<file path="src/rtl/core/dlr_pkg.sv">
// Shared types and constants for the DDA line rasterizer.
// No dependencies; every other file but dlr_req_if imports this package.
`default_nettype none

package dlr_pkg;

    localparam int ADDR_W    = 34;
    localparam int COLOR_W   = 24;
    localparam int CFG_IDX_W = 3;
    localparam int CFG_DATA_W = 32;

    localparam logic [COLOR_W-1:0] COLOR_WHITE = 24'hFFFFFF;
    localparam logic [COLOR_W-1:0] COLOR_RED   = 24'hFF0000;

    localparam logic REQ_START = 1'b0;
    localparam logic REQ_TICK  = 1'b1;

    localparam logic [CFG_IDX_W-1:0] REG_WIN_WIDTH      = 3'd0;
    localparam logic [CFG_IDX_W-1:0] REG_WIN_HEIGHT     = 3'd1;
    localparam logic [CFG_IDX_W-1:0] REG_FRAME_BASE     = 3'd2;
    localparam logic [CFG_IDX_W-1:0] REG_LINE_STRIDE    = 3'd3;
    localparam logic [CFG_IDX_W-1:0] REG_BITS_PER_PIXEL = 3'd4;
    localparam logic [CFG_IDX_W-1:0] REG_HIGHLIGHT      = 3'd5;

    typedef struct packed {
        logic [13:0] win_width;
        logic [13:0] win_height;
        logic [31:0] frame_base;
        logic [15:0] line_stride;
        logic [6:0]  bits_per_pixel;
        logic        highlight;
    } cfg_t;

    typedef struct packed {
        logic load;
        logic tick;
        logic div_step;
        logic div_last;
    } ctrl_cmd_t;

    typedef struct packed {
        logic tick_ready;
    } dp_status_t;

endpackage

`default_nettype wire

</file>
<file path="src/rtl/core/dlr_req_if.sv">
// Request channel: start/tick transactions with line endpoints.
// Depends on nothing.
`default_nettype none

interface dlr_req_if #(
    parameter int COORD_BITS = 16
);
    logic                         valid;
    logic                         ready;
    logic                         req_type;
    logic signed [COORD_BITS-1:0] start_x;
    logic signed [COORD_BITS-1:0] start_y;
    logic signed [COORD_BITS-1:0] end_x;
    logic signed [COORD_BITS-1:0] end_y;

    modport source (output valid, req_type, start_x, start_y, end_x, end_y, input ready);
    modport sink   (input valid, req_type, start_x, start_y, end_x, end_y, output ready);
endinterface

`default_nettype wire

</file>
<file path="src/rtl/core/dlr_pix_if.sv">
// Pixel result channel: one transaction per emitted pixel.
// Depends on dlr_pkg for address and color widths.
`default_nettype none

interface dlr_pix_if
    import dlr_pkg::*;
#(
    parameter int COORD_BITS = 16
);
    logic                         valid;
    logic                         ready;
    logic signed [COORD_BITS-1:0] pixel_x;
    logic signed [COORD_BITS-1:0] pixel_y;
    logic                         in_window;
    logic [ADDR_W-1:0]            pixel_address;
    logic [COLOR_W-1:0]           pixel_color;
    logic                         last_pixel;

    modport source (output valid, pixel_x, pixel_y, in_window, pixel_address, pixel_color,
                    last_pixel, input ready);
    modport sink   (input valid, pixel_x, pixel_y, in_window, pixel_address, pixel_color,
                    last_pixel, output ready);
endinterface

`default_nettype wire

</file>
<file path="src/rtl/core/dlr_cfg_regs.sv">
// Configuration register file for the rasterizer.
// Depends on dlr_pkg for cfg_t and register indexes.
`default_nettype none

module dlr_cfg_regs
    import dlr_pkg::*;
(
    input  wire logic                  clk,
    input  wire logic                  rst_n,
    input  wire logic                  cfg_we,
    input  wire logic [CFG_IDX_W-1:0]  cfg_index,
    input  wire logic [CFG_DATA_W-1:0] cfg_data,
    output cfg_t                       cfg
);

    cfg_t cfg_reg;

    always_ff @(posedge clk or negedge rst_n)
    begin
        if (!rst_n)
        begin
            cfg_reg.win_width      <= 14'd640;
            cfg_reg.win_height     <= 14'd480;
            cfg_reg.frame_base     <= 32'd0;
            cfg_reg.line_stride    <= 16'd2560;
            cfg_reg.bits_per_pixel <= 7'd32;
            cfg_reg.highlight      <= 1'b0;
        end
        else if (cfg_we)
        begin
            unique case (cfg_index)
                REG_WIN_WIDTH:      cfg_reg.win_width      <= cfg_data[13:0];
                REG_WIN_HEIGHT:     cfg_reg.win_height     <= cfg_data[13:0];
                REG_FRAME_BASE:     cfg_reg.frame_base     <= cfg_data[31:0];
                REG_LINE_STRIDE:    cfg_reg.line_stride    <= cfg_data[15:0];
                REG_BITS_PER_PIXEL: cfg_reg.bits_per_pixel <= cfg_data[6:0];
                REG_HIGHLIGHT:      cfg_reg.highlight      <= cfg_data[0];
                default:            ;
            endcase
        end
    end

    assign cfg = cfg_reg;

endmodule

`default_nettype wire

</file>
<file path="src/rtl/core/dlr_ctrl.sv">
// Controller FSM: request handshake and divider sequencing.
// Depends on dlr_pkg for command/status structs and request codes.
`default_nettype none

module dlr_ctrl
    import dlr_pkg::*;
#(
    parameter int FRAC_BITS = 16
)
(
    input  wire logic clk,
    input  wire logic rst_n,
    input  wire logic req_valid,
    input  wire logic req_type,
    output logic      req_ready,
    input  dp_status_t status,
    output ctrl_cmd_t cmd
);

    localparam int CNT_W = $clog2(FRAC_BITS + 1);

    localparam logic ST_IDLE = 1'b0;
    localparam logic ST_DIV  = 1'b1;

    logic             state_reg, state_next;
    logic [CNT_W-1:0] cnt_reg, cnt_next;
    logic             fire;

    always_comb
    begin
        state_next   = state_reg;
        cnt_next     = cnt_reg;
        req_ready    = 1'b0;
        cmd          = '0;
        fire         = 1'b0;
        unique case (state_reg)
            ST_IDLE:
            begin
                req_ready = status.tick_ready;
                fire      = req_valid && req_ready;
                cmd.load  = fire && (req_type == REQ_START);
                cmd.tick  = fire && (req_type == REQ_TICK);
                if (cmd.load)
                begin
                    state_next = ST_DIV;
                    cnt_next   = '0;
                end
            end
            ST_DIV:
            begin
                cmd.div_step = 1'b1;
                cmd.div_last = (cnt_reg == CNT_W'(FRAC_BITS));
                cnt_next     = cnt_reg + 1'b1;
                if (cmd.div_last)
                begin
                    state_next = ST_IDLE;
                end
            end
            default:
            begin
                state_next = ST_IDLE;
            end
        endcase
    end

    always_ff @(posedge clk or negedge rst_n)
    begin
        if (!rst_n)
        begin
            state_reg <= ST_IDLE;
            cnt_reg   <= '0;
        end
        else
        begin
            state_reg <= state_next;
            cnt_reg   <= cnt_next;
        end
    end

endmodule

`default_nettype wire

</file>
<file path="src/rtl/core/dlr_datapath.sv">
// Datapath: endpoint load, two-lane restoring divider, DDA stepping and
// a three-stage pixel pipeline (truncate, multiply, address sum).
// Depends on dlr_pkg for cfg_t, command/status structs and constants.
`default_nettype none

module dlr_datapath
    import dlr_pkg::*;
#(
    parameter int COORD_BITS = 16,
    parameter int FRAC_BITS  = 16
)
(
    input  wire logic                         clk,
    input  wire logic                         rst_n,
    input  ctrl_cmd_t                         cmd,
    output dp_status_t                        status,
    input  cfg_t                              cfg,
    input  wire logic signed [COORD_BITS-1:0] start_x,
    input  wire logic signed [COORD_BITS-1:0] start_y,
    input  wire logic signed [COORD_BITS-1:0] end_x,
    input  wire logic signed [COORD_BITS-1:0] end_y,
    output logic                              out_valid,
    input  wire logic                         out_ready,
    output logic signed [COORD_BITS-1:0]      pixel_x,
    output logic signed [COORD_BITS-1:0]      pixel_y,
    output logic                              in_window,
    output logic [ADDR_W-1:0]                 pixel_address,
    output logic [COLOR_W-1:0]                pixel_color,
    output logic                              last_pixel
);

    localparam int C     = COORD_BITS;
    localparam int F     = FRAC_BITS;
    localparam int DW    = C + 1;
    localparam int NW    = C + 1;
    localparam int QW    = F + 1;
    localparam int SW    = F + 2;
    localparam int PW    = C + F + 2;
    localparam int IW    = C + 2;
    localparam int PYW   = C + 16;
    localparam int PXW   = C + 4;
    localparam int SUMW  = ((PYW > 32) ? PYW : 32) + 2;

    // divider and line state
    logic [C-1:0]         div_reg;
    logic [NW-1:0]        rem_x_reg, rem_y_reg;
    logic [QW-1:0]        q_x_reg, q_y_reg;
    logic                 sign_x_reg, sign_y_reg;
    logic signed [SW-1:0] step_x_reg, step_y_reg;
    logic signed [PW-1:0] pos_x_reg, pos_y_reg;
    logic [NW-1:0]        pixels_left_reg;

    // pipeline stages
    logic                 s1_valid_reg, s2_valid_reg, out_valid_reg;
    logic [C-1:0]         s1_x_reg, s1_y_reg, s2_x_reg, s2_y_reg;
    logic                 s1_last_reg, s2_last_reg;
    logic                 s2_inwin_reg;
    logic [PYW-1:0]       s2_prod_y_reg;
    logic [PXW-1:0]       s2_prod_x_reg;
    logic [C-1:0]         out_x_reg, out_y_reg;
    logic                 out_inwin_reg, out_last_reg;
    logic [ADDR_W-1:0]    out_addr_reg;
    logic [COLOR_W-1:0]   out_color_reg;

    logic signed [DW-1:0] dx, dy;
    logic [DW-1:0]        ndx, ndy;
    logic [C-1:0]         mag_x, mag_y, steps;
    logic                 ge_x, ge_y;
    logic [NW-1:0]        diff_x, diff_y;
    logic [QW-1:0]        q_x_next, q_y_next;
    logic [SW-1:0]        qext_x, qext_y;
    logic                 emit;
    logic [IW-1:0]        trunc_x, trunc_y;
    logic                 out_adv, s2_free, s1_free;
    logic                 s1_inwin;
    logic [SUMW-1:0]      addr_sum;

    // endpoint deltas and step count
    always_comb
    begin
        dx    = {end_x[C-1], end_x} - {start_x[C-1], start_x};
        dy    = {end_y[C-1], end_y} - {start_y[C-1], start_y};
        ndx   = -dx;
        ndy   = -dy;
        mag_x = dx[DW-1] ? ndx[C-1:0] : dx[C-1:0];
        mag_y = dy[DW-1] ? ndy[C-1:0] : dy[C-1:0];
        steps = (mag_x > mag_y) ? mag_x : mag_y;
    end

    // one quotient bit per lane per cycle; zero steps gives zero increment
    always_comb
    begin
        ge_x     = (rem_x_reg >= {1'b0, div_reg}) && (div_reg != '0);
        ge_y     = (rem_y_reg >= {1'b0, div_reg}) && (div_reg != '0);
        diff_x   = ge_x ? (rem_x_reg - {1'b0, div_reg}) : rem_x_reg;
        diff_y   = ge_y ? (rem_y_reg - {1'b0, div_reg}) : rem_y_reg;
        q_x_next = {q_x_reg[QW-2:0], ge_x};
        q_y_next = {q_y_reg[QW-2:0], ge_y};
        qext_x   = {1'b0, q_x_next};
        qext_y   = {1'b0, q_y_next};
    end

    // truncate toward zero
    always_comb
    begin
        trunc_x = pos_x_reg[PW-1:F] + IW'(pos_x_reg[PW-1] && (|pos_x_reg[F-1:0]));
        trunc_y = pos_y_reg[PW-1:F] + IW'(pos_y_reg[PW-1] && (|pos_y_reg[F-1:0]));
    end

    assign out_adv           = !out_valid_reg || out_ready;
    assign s2_free           = !s2_valid_reg || out_adv;
    assign s1_free           = !s1_valid_reg || s2_free;
    assign status.tick_ready = s1_free;
    assign emit              = cmd.tick && (pixels_left_reg != '0);

    always_comb
    begin
        s1_inwin = !s1_x_reg[C-1] && !s1_y_reg[C-1]
                   && ({{14{1'b0}}, s1_x_reg} < {{C{1'b0}}, cfg.win_width})
                   && ({{14{1'b0}}, s1_y_reg} < {{C{1'b0}}, cfg.win_height});
        addr_sum = {{(SUMW-32){1'b0}}, cfg.frame_base}
                   + {{(SUMW-PYW){1'b0}}, s2_prod_y_reg}
                   + {{(SUMW-PXW){1'b0}}, s2_prod_x_reg};
    end

    always_ff @(posedge clk or negedge rst_n)
    begin
        if (!rst_n)
        begin
            pixels_left_reg <= '0;
            s1_valid_reg    <= 1'b0;
            s2_valid_reg    <= 1'b0;
            out_valid_reg   <= 1'b0;
        end
        else
        begin
            if (cmd.load)
            begin
                pixels_left_reg <= {1'b0, steps} + 1'b1;
            end
            else if (emit)
            begin
                pixels_left_reg <= pixels_left_reg - 1'b1;
            end
            if (s1_free)
            begin
                s1_valid_reg <= emit;
            end
            if (s2_free)
            begin
                s2_valid_reg <= s1_valid_reg;
            end
            if (out_adv)
            begin
                out_valid_reg <= s2_valid_reg;
            end
        end
    end

    always_ff @(posedge clk)
    begin
        if (cmd.load)
        begin
            div_reg    <= steps;
            rem_x_reg  <= {1'b0, mag_x};
            rem_y_reg  <= {1'b0, mag_y};
            sign_x_reg <= dx[DW-1];
            sign_y_reg <= dy[DW-1];
            pos_x_reg  <= {{2{start_x[C-1]}}, start_x, {F{1'b0}}};
            pos_y_reg  <= {{2{start_y[C-1]}}, start_y, {F{1'b0}}};
        end
        else if (emit)
        begin
            pos_x_reg <= pos_x_reg + {{(PW-SW){step_x_reg[SW-1]}}, step_x_reg};
            pos_y_reg <= pos_y_reg + {{(PW-SW){step_y_reg[SW-1]}}, step_y_reg};
        end
        if (cmd.div_step)
        begin
            rem_x_reg <= {diff_x[NW-2:0], 1'b0};
            rem_y_reg <= {diff_y[NW-2:0], 1'b0};
            q_x_reg   <= q_x_next;
            q_y_reg   <= q_y_next;
        end
        if (cmd.div_last)
        begin
            step_x_reg <= sign_x_reg ? -qext_x : qext_x;
            step_y_reg <= sign_y_reg ? -qext_y : qext_y;
        end
        if (s1_free && emit)
        begin
            s1_x_reg    <= trunc_x[C-1:0];
            s1_y_reg    <= trunc_y[C-1:0];
            s1_last_reg <= (pixels_left_reg == NW'(1));
        end
        if (s2_free)
        begin
            s2_x_reg      <= s1_x_reg;
            s2_y_reg      <= s1_y_reg;
            s2_last_reg   <= s1_last_reg;
            s2_inwin_reg  <= s1_inwin;
            s2_prod_y_reg <= s1_y_reg * cfg.line_stride;
            s2_prod_x_reg <= s1_x_reg * cfg.bits_per_pixel[6:3];
        end
        if (out_adv)
        begin
            out_x_reg     <= s2_x_reg;
            out_y_reg     <= s2_y_reg;
            out_inwin_reg <= s2_inwin_reg;
            out_last_reg  <= s2_last_reg;
            out_addr_reg  <= s2_inwin_reg ? addr_sum[ADDR_W-1:0] : '0;
            out_color_reg <= cfg.highlight ? COLOR_RED : COLOR_WHITE;
        end
    end

    assign out_valid     = out_valid_reg;
    assign pixel_x       = out_x_reg;
    assign pixel_y       = out_y_reg;
    assign in_window     = out_inwin_reg;
    assign pixel_address = out_addr_reg;
    assign pixel_color   = out_color_reg;
    assign last_pixel    = out_last_reg;

endmodule

`default_nettype wire

</file>
<file path="src/rtl/core/dda_line_rasterizer_top.sv">
// Top level of the DDA line rasterizer: config registers, controller, datapath.
// Depends on dlr_pkg, dlr_req_if, dlr_pix_if, dlr_cfg_regs, dlr_ctrl, dlr_datapath.
//
// A start transaction loads a line and occupies the block while it loads the
// endpoints and runs the bit-per-cycle divider that forms both increments.
// Tick transactions are then taken one per cycle unless the pipeline stalls;
// each emitted pixel passes through the registered truncate, multiply and
// address-sum stages in that order, and backpressure on the pixel channel
// stalls the pipeline, holding off further requests only once all three
// stages are full. A tick with no line loaded is consumed and produces no
// pixel. Clipped pixels carry address zero.
`default_nettype none

module dda_line_rasterizer_top
    import dlr_pkg::*;
#(
    parameter int COORD_BITS = 16,
    parameter int FRAC_BITS  = 16
)
(
    input  wire logic                  clk,
    input  wire logic                  rst_n,
    dlr_req_if.sink                    req,
    dlr_pix_if.source                  pix,
    input  wire logic                  cfg_we,
    input  wire logic [CFG_IDX_W-1:0]  cfg_index,
    input  wire logic [CFG_DATA_W-1:0] cfg_data
);

    cfg_t       cfg;
    ctrl_cmd_t  cmd;
    dp_status_t status;
    logic       req_ready;
    logic       out_valid;

    dlr_cfg_regs u_cfg (
        .clk       (clk),
        .rst_n     (rst_n),
        .cfg_we    (cfg_we),
        .cfg_index (cfg_index),
        .cfg_data  (cfg_data),
        .cfg       (cfg)
    );

    dlr_ctrl #(
        .FRAC_BITS (FRAC_BITS)
    ) u_ctrl (
        .clk       (clk),
        .rst_n     (rst_n),
        .req_valid (req.valid),
        .req_type  (req.req_type),
        .req_ready (req_ready),
        .status    (status),
        .cmd       (cmd)
    );

    dlr_datapath #(
        .COORD_BITS (COORD_BITS),
        .FRAC_BITS  (FRAC_BITS)
    ) u_dp (
        .clk           (clk),
        .rst_n         (rst_n),
        .cmd           (cmd),
        .status        (status),
        .cfg           (cfg),
        .start_x       (req.start_x),
        .start_y       (req.start_y),
        .end_x         (req.end_x),
        .end_y         (req.end_y),
        .out_valid     (out_valid),
        .out_ready     (pix.ready),
        .pixel_x       (pix.pixel_x),
        .pixel_y       (pix.pixel_y),
        .in_window     (pix.in_window),
        .pixel_address (pix.pixel_address),
        .pixel_color   (pix.pixel_color),
        .last_pixel    (pix.last_pixel)
    );

    assign req.ready = req_ready;
    assign pix.valid = out_valid;

endmodule

`default_nettype wire
</file>
<file path="src/flat_wrapper.sv">
// flat-port wrapper written by rule: the top's interface ports become plain ports
module dda_line_rasterizer_top_flat import dlr_pkg::*;
#(
    parameter int COORD_BITS = 16,
    parameter int FRAC_BITS  = 16
)
  (clk, rst_n, cfg_we, cfg_index, cfg_data, req_valid, req_req_type, req_start_x, req_start_y, req_end_x, req_end_y, req_ready, pix_valid, pix_pixel_x, pix_pixel_y, pix_in_window, pix_pixel_address, pix_pixel_color, pix_last_pixel, pix_ready);
  dlr_req_if #(.COORD_BITS(COORD_BITS)) req_i ();
  dlr_pix_if #(.COORD_BITS(COORD_BITS)) pix_i ();
  input  wire logic clk;
  input  wire logic rst_n;
  input  wire logic cfg_we;
  input  wire logic [CFG_IDX_W-1:0] cfg_index;
  input  wire logic [CFG_DATA_W-1:0] cfg_data;
  input wire logic [$bits(req_i.valid)-1:0] req_valid;
  input wire logic [$bits(req_i.req_type)-1:0] req_req_type;
  input wire logic [$bits(req_i.start_x)-1:0] req_start_x;
  input wire logic [$bits(req_i.start_y)-1:0] req_start_y;
  input wire logic [$bits(req_i.end_x)-1:0] req_end_x;
  input wire logic [$bits(req_i.end_y)-1:0] req_end_y;
  output wire logic [$bits(req_i.ready)-1:0] req_ready;
  output wire logic [$bits(pix_i.valid)-1:0] pix_valid;
  output wire logic [$bits(pix_i.pixel_x)-1:0] pix_pixel_x;
  output wire logic [$bits(pix_i.pixel_y)-1:0] pix_pixel_y;
  output wire logic [$bits(pix_i.in_window)-1:0] pix_in_window;
  output wire logic [$bits(pix_i.pixel_address)-1:0] pix_pixel_address;
  output wire logic [$bits(pix_i.pixel_color)-1:0] pix_pixel_color;
  output wire logic [$bits(pix_i.last_pixel)-1:0] pix_last_pixel;
  input wire logic [$bits(pix_i.ready)-1:0] pix_ready;
  assign req_i.valid = req_valid;
  assign req_i.req_type = req_req_type;
  assign req_i.start_x = req_start_x;
  assign req_i.start_y = req_start_y;
  assign req_i.end_x = req_end_x;
  assign req_i.end_y = req_end_y;
  assign req_ready = req_i.ready;
  assign pix_valid = pix_i.valid;
  assign pix_pixel_x = pix_i.pixel_x;
  assign pix_pixel_y = pix_i.pixel_y;
  assign pix_in_window = pix_i.in_window;
  assign pix_pixel_address = pix_i.pixel_address;
  assign pix_pixel_color = pix_i.pixel_color;
  assign pix_last_pixel = pix_i.last_pixel;
  assign pix_i.ready = pix_ready;
  dda_line_rasterizer_top #(.COORD_BITS(COORD_BITS), .FRAC_BITS(FRAC_BITS)) u_core (.clk(clk), .rst_n(rst_n), .req(req_i), .pix(pix_i), .cfg_we(cfg_we), .cfg_index(cfg_index), .cfg_data(cfg_data));
endmodule
</file>
<file path="config.mk">
export PLATFORM = sky130hd
export DESIGN_NAME = dda_line_rasterizer_top_flat
export DESIGN_NICKNAME = d
export VERILOG_FILES = /design/src/rtl/core/dlr_pkg.sv /design/src/rtl/core/dlr_req_if.sv /design/src/rtl/core/dlr_pix_if.sv /design/src/rtl/core/dlr_cfg_regs.sv /design/src/rtl/core/dlr_ctrl.sv /design/src/rtl/core/dlr_datapath.sv /design/src/rtl/core/dda_line_rasterizer_top.sv /design/src/flat_wrapper.sv
export SDC_FILE = /design/constraint.sdc
export NUM_CORES = 2
export LEC_CHECK = 0
export BUFFER_PORTS_ARGS = -buffer_cell sky130_fd_sc_hd__buf_4
export CAP_MARGIN = 20
export CORE_ASPECT_RATIO = 0.75
export CORE_MARGIN = 8
export CORE_UTILIZATION = 64
export DETAILED_ROUTE_END_ITERATION = 8
export PLACE_DENSITY_LB_ADDON = 0.1
export SETUP_SLACK_MARGIN = 0.05
export SYNTH_ARGS = -nofsm -noshare
export SYNTH_HDL_FRONTEND = slang
export SYNTH_SLANG_ARGS = --single-unit
</file>
<file path="constraint.sdc">
create_clock -name clk -period 10.73 [get_ports clk]
set_input_delay 2.146 -clock clk [delete_from_list [all_inputs] [get_ports clk]]
set_output_delay 2.146 -clock clk [all_outputs]
set_load 0.05 [all_outputs]
</file>
==> flow_summary_export.csv <==
group,metric,value,unit
min_path,hp-class,"flip-flop to flip-flop",
pwr,pwr-share-clk,11.5,%
finish,nFillCells,4492,
pwr,peakVddDrop,0.709,mV
finish,seqCellArea,13600,µm²
timing,rsz0062_at_grt,"false",
pwr,p_int,8.75,mW
min_path,hold_depth,0,
die,row_count,78,
drt,drc_errors,0,
global_routing,grt_max_degree,72,
worst_setup_path,end_kind,"flip-flop",
synth,ys_seq_area_share,35.1,%
synth,synthArstFlopShare,22.2,%
timing,slew_headroom,27.3,%
clocking,cts_hold_buf,0,
worst_setup_path,regToRegSetupSlack,3.69,ns
worst_setup_path,cp.required,11.25,ns
timing,tightest_slew,1.08,ns
worst_setup_path,worstReg2RegStart,"u_core.u_dp.s1_y_reg[10]",
worst_setup_path,path_max_fanout,16,
timing,hold_viol,0,
worst_setup_path,worst_path_max_delay_cell,"a21oi_1",
finish,multi_input_area,23000,µm²
die,coreArea,60200,µm²
die,die-area,68900,µm²
clocking,post_cts_resized,0,
pwr,p_leak,19.2,nW
drt,first_pass_iters,6,
finish,area_growth,9.91,%
finish,n_antenna_cell,0,
run,max-cap-violations,0,
clocking,postCtsSetupRepairBufs,0,
synth,synth_area,38900,µm²
timing,setup_tns,0,ns
outcome,status,"completed",
synth,synthFlopType,"edfxtp_1",
finish,nets,4685,
timing,period_minus_slack,8.31,ns
synth,synth_cell_types,101,
clocking,cts_buffer_depth,3,
clocking,cts_root_buffer,"clkbuf_16",
placed_design,post-place-ws,2.04,ns
finish,fin_cells,4821,
synth,yosys_warnings,0,
pwr,p_sw_share,45.7,%
timing,final-setup-viol-count,0,
pwr,power,16.1,mW
synth,synth_cells,3837,
clocking,cts_htree_levels,2,
timing,fin_skew,0.0316,ns
synth,synth_seq_cells,483,
synth,synth_top_area_cell,"edfxtp_1",
timing,setup_slack,2.42,ns
global_routing,antenna_found_initial,2,
timing,slew_viol_final,0,
drt,wl_per_cell,20.5,µm
synth,avgSynthCellArea,10.1,µm²
synth,yosysTopAreaCellShare,26.4,%
finish,final_common_cell,"inv_1",
global_routing,grt_pass1_vias,28800,
global_routing,grt_overflow_total,0,
worst_setup_path,slowest_delay,0.46,ns
clocking,clkSinkCount,483,
min_path,min_to,"u_core.u_dp.pixel_y[15]",
finish,layout_common_cells,"inv_1, ha_1, edfxtp_1",
synth,synth-edff-count,342,
finish,largest_register_ffs,81,
pwr,power.density,377,nW/µm²
clocking,clk_latency,0.61,ns
placed_design,gp_congestion,0.944,
timing,fmax,120,MHz
finish,layout-drive-gt1-share,10.6,%
worst_setup_path,critPathKind,"primary input to flip-flop",
worst_setup_path,reg2regPathDepth,20,
pwr,p_comb_share,66.5,%
placed_design,place_hpwl,73.8,mm
drt,wl,98.7,mm
clocking,cts_made_buffers,50,
die,die_h,229,µm
placed_design,port_buffers,190,
die,fp.dieW,301,µm
pwr,switchingPower,7.38,mW
drt,drt_iter0_markers,2670,
clocking,cts.clk_slew.worst_paths,0.06,ns
global_routing,grt_pass1_wl,158,mm
worst_setup_path,arrival,8.83,ns
worst_setup_path,crit_path_start_kind,"primary input",
pwr,pwr-share-seq,22.0,%
synth,synthTopCellsByArea,"edfxtp_1, fa_1, ha_1",
drt,ant_nets,0,
min_path,min_from,"u_core.u_dp.s2_y_reg[15]",
die,initial_utilization,64.5,%
global_routing,grt_usage,28.6,%
clocking,tritoncts,"built",
worst_setup_path,regToRegEndpoint,"u_core.u_dp.s2_prod_y_reg[31]",
die,boundaryPins,199,
drt,num_vias,29100,
placed_design,dp_cells,4727,
timing,final.period_utilization,77.5,%
drt,vias_per_cell,6.03,
-- layer usage --
metal / vias up / track usage [%] / routed length [µm]
met2: 1205 / 41.8 / 41700
met4: 2 / 7.01 / 2240
met5: - / 0 / 9
li1: 13600 / - / -
met3: 154 / 6.38 / 9460
met1: 14100 / 42.9 / 45300
-- power groups by stage --
stage	combinational (mW)	clock, mW	sequential (mW)
floorplan	8.17	0	3.50
global placement	10.4	0	3.55
detailed placement	10.6	0	3.56
CTS	10.7	1.88	3.53
global route	12.3	1.94	3.60
finish	10.7	1.85	3.54
-- cells by family (layout without fill, tap and decap cells) --
logic type	Yosys count	in the layout	synth area share (%)
other cells	1	8	0.00965
xor+xnor	261	261	5.98
flops	483	483	35.1
buf+inv	595	772	6.05
mux	107	107	2.99
compound gates	720	720	12.1
simple gates	1070	1070	13.7
fa+ha+maj	600	600	24.1
-- stage by stage --
stage | hold WS (ns) | util (%) | area [µm²]
after global routing | 0.428 | 70.9 | 42700
final | 0.418 | 70.9 | 42700
after CTS | 0.418 | 70.9 | 42700
after floorplan | 0.400 | - | 38900
after detailed placement | 0.405 | 68.0 | 41000
after global placement | 0.401 | 68.0 | 41000
-- critical path: cells and delay by family --
family | cells | cell delay (ns)
AO/OA/AOI/OAI | 11 | 2.63
AND/OR/NAND/NOR | 7 | 1.34
adder cells (fa/ha/maj) | 4 | 1.27
multiplexers | 2 | 0.74
XOR/XNOR | 1 | 0.18
buffers and inverters | 2 | 0.49
-- synthesized netlist by cell type, types with 62 or more instances --
master and instances:
clkbuf_1 93, nand2_1 338, a21o_1 62, ha_1 351
o21ai_0 168, a21oi_1 151, xor2_1 96, fa_1 249
nand3_1 95, edfxtp_1 342, nor3_1 64, inv_1 456
xnor2_1 161, and2_1 162, dfrtp_1 98, nor2_1 174
-- how the worst max path moves through the flow --
| stage | depth (start not counted) | slack (ns) | to | start |
|---|---|---|---|---|
| global route | 27 | 1.96 | u_core.u_dp.pixels_left_reg[14] | req_start_y[0] |
| CTS | 27 | 2.65 | u_core.u_dp.pixels_left_reg[14] | req_start_y[0] |
| floorplan | 31 | 2.94 | u_core.u_dp.pixels_left_reg[14] | req_end_x[0] |
| detailed placement | 27 | 2.04 | u_core.u_dp.pixels_left_reg[14] | req_start_y[0] |
| global placement | 27 | 2.23 | u_core.u_dp.pixels_left_reg[14] | req_start_y[0] |
| finish | 27 | 2.42 | u_core.u_dp.pixels_left_reg[14] | req_start_y[0] |
-- final cells by class --
class,count,area share [%]
repair buffers,218,3.85
clock buffers,64,3.17
multi-input cells,2766,53.8
clock inverters,29,0.882
inverters,461,4.05
flip-flops and latches,483,31.9
well taps,800,2.34
No activity file was read; power rests on OpenSTA's default activity.
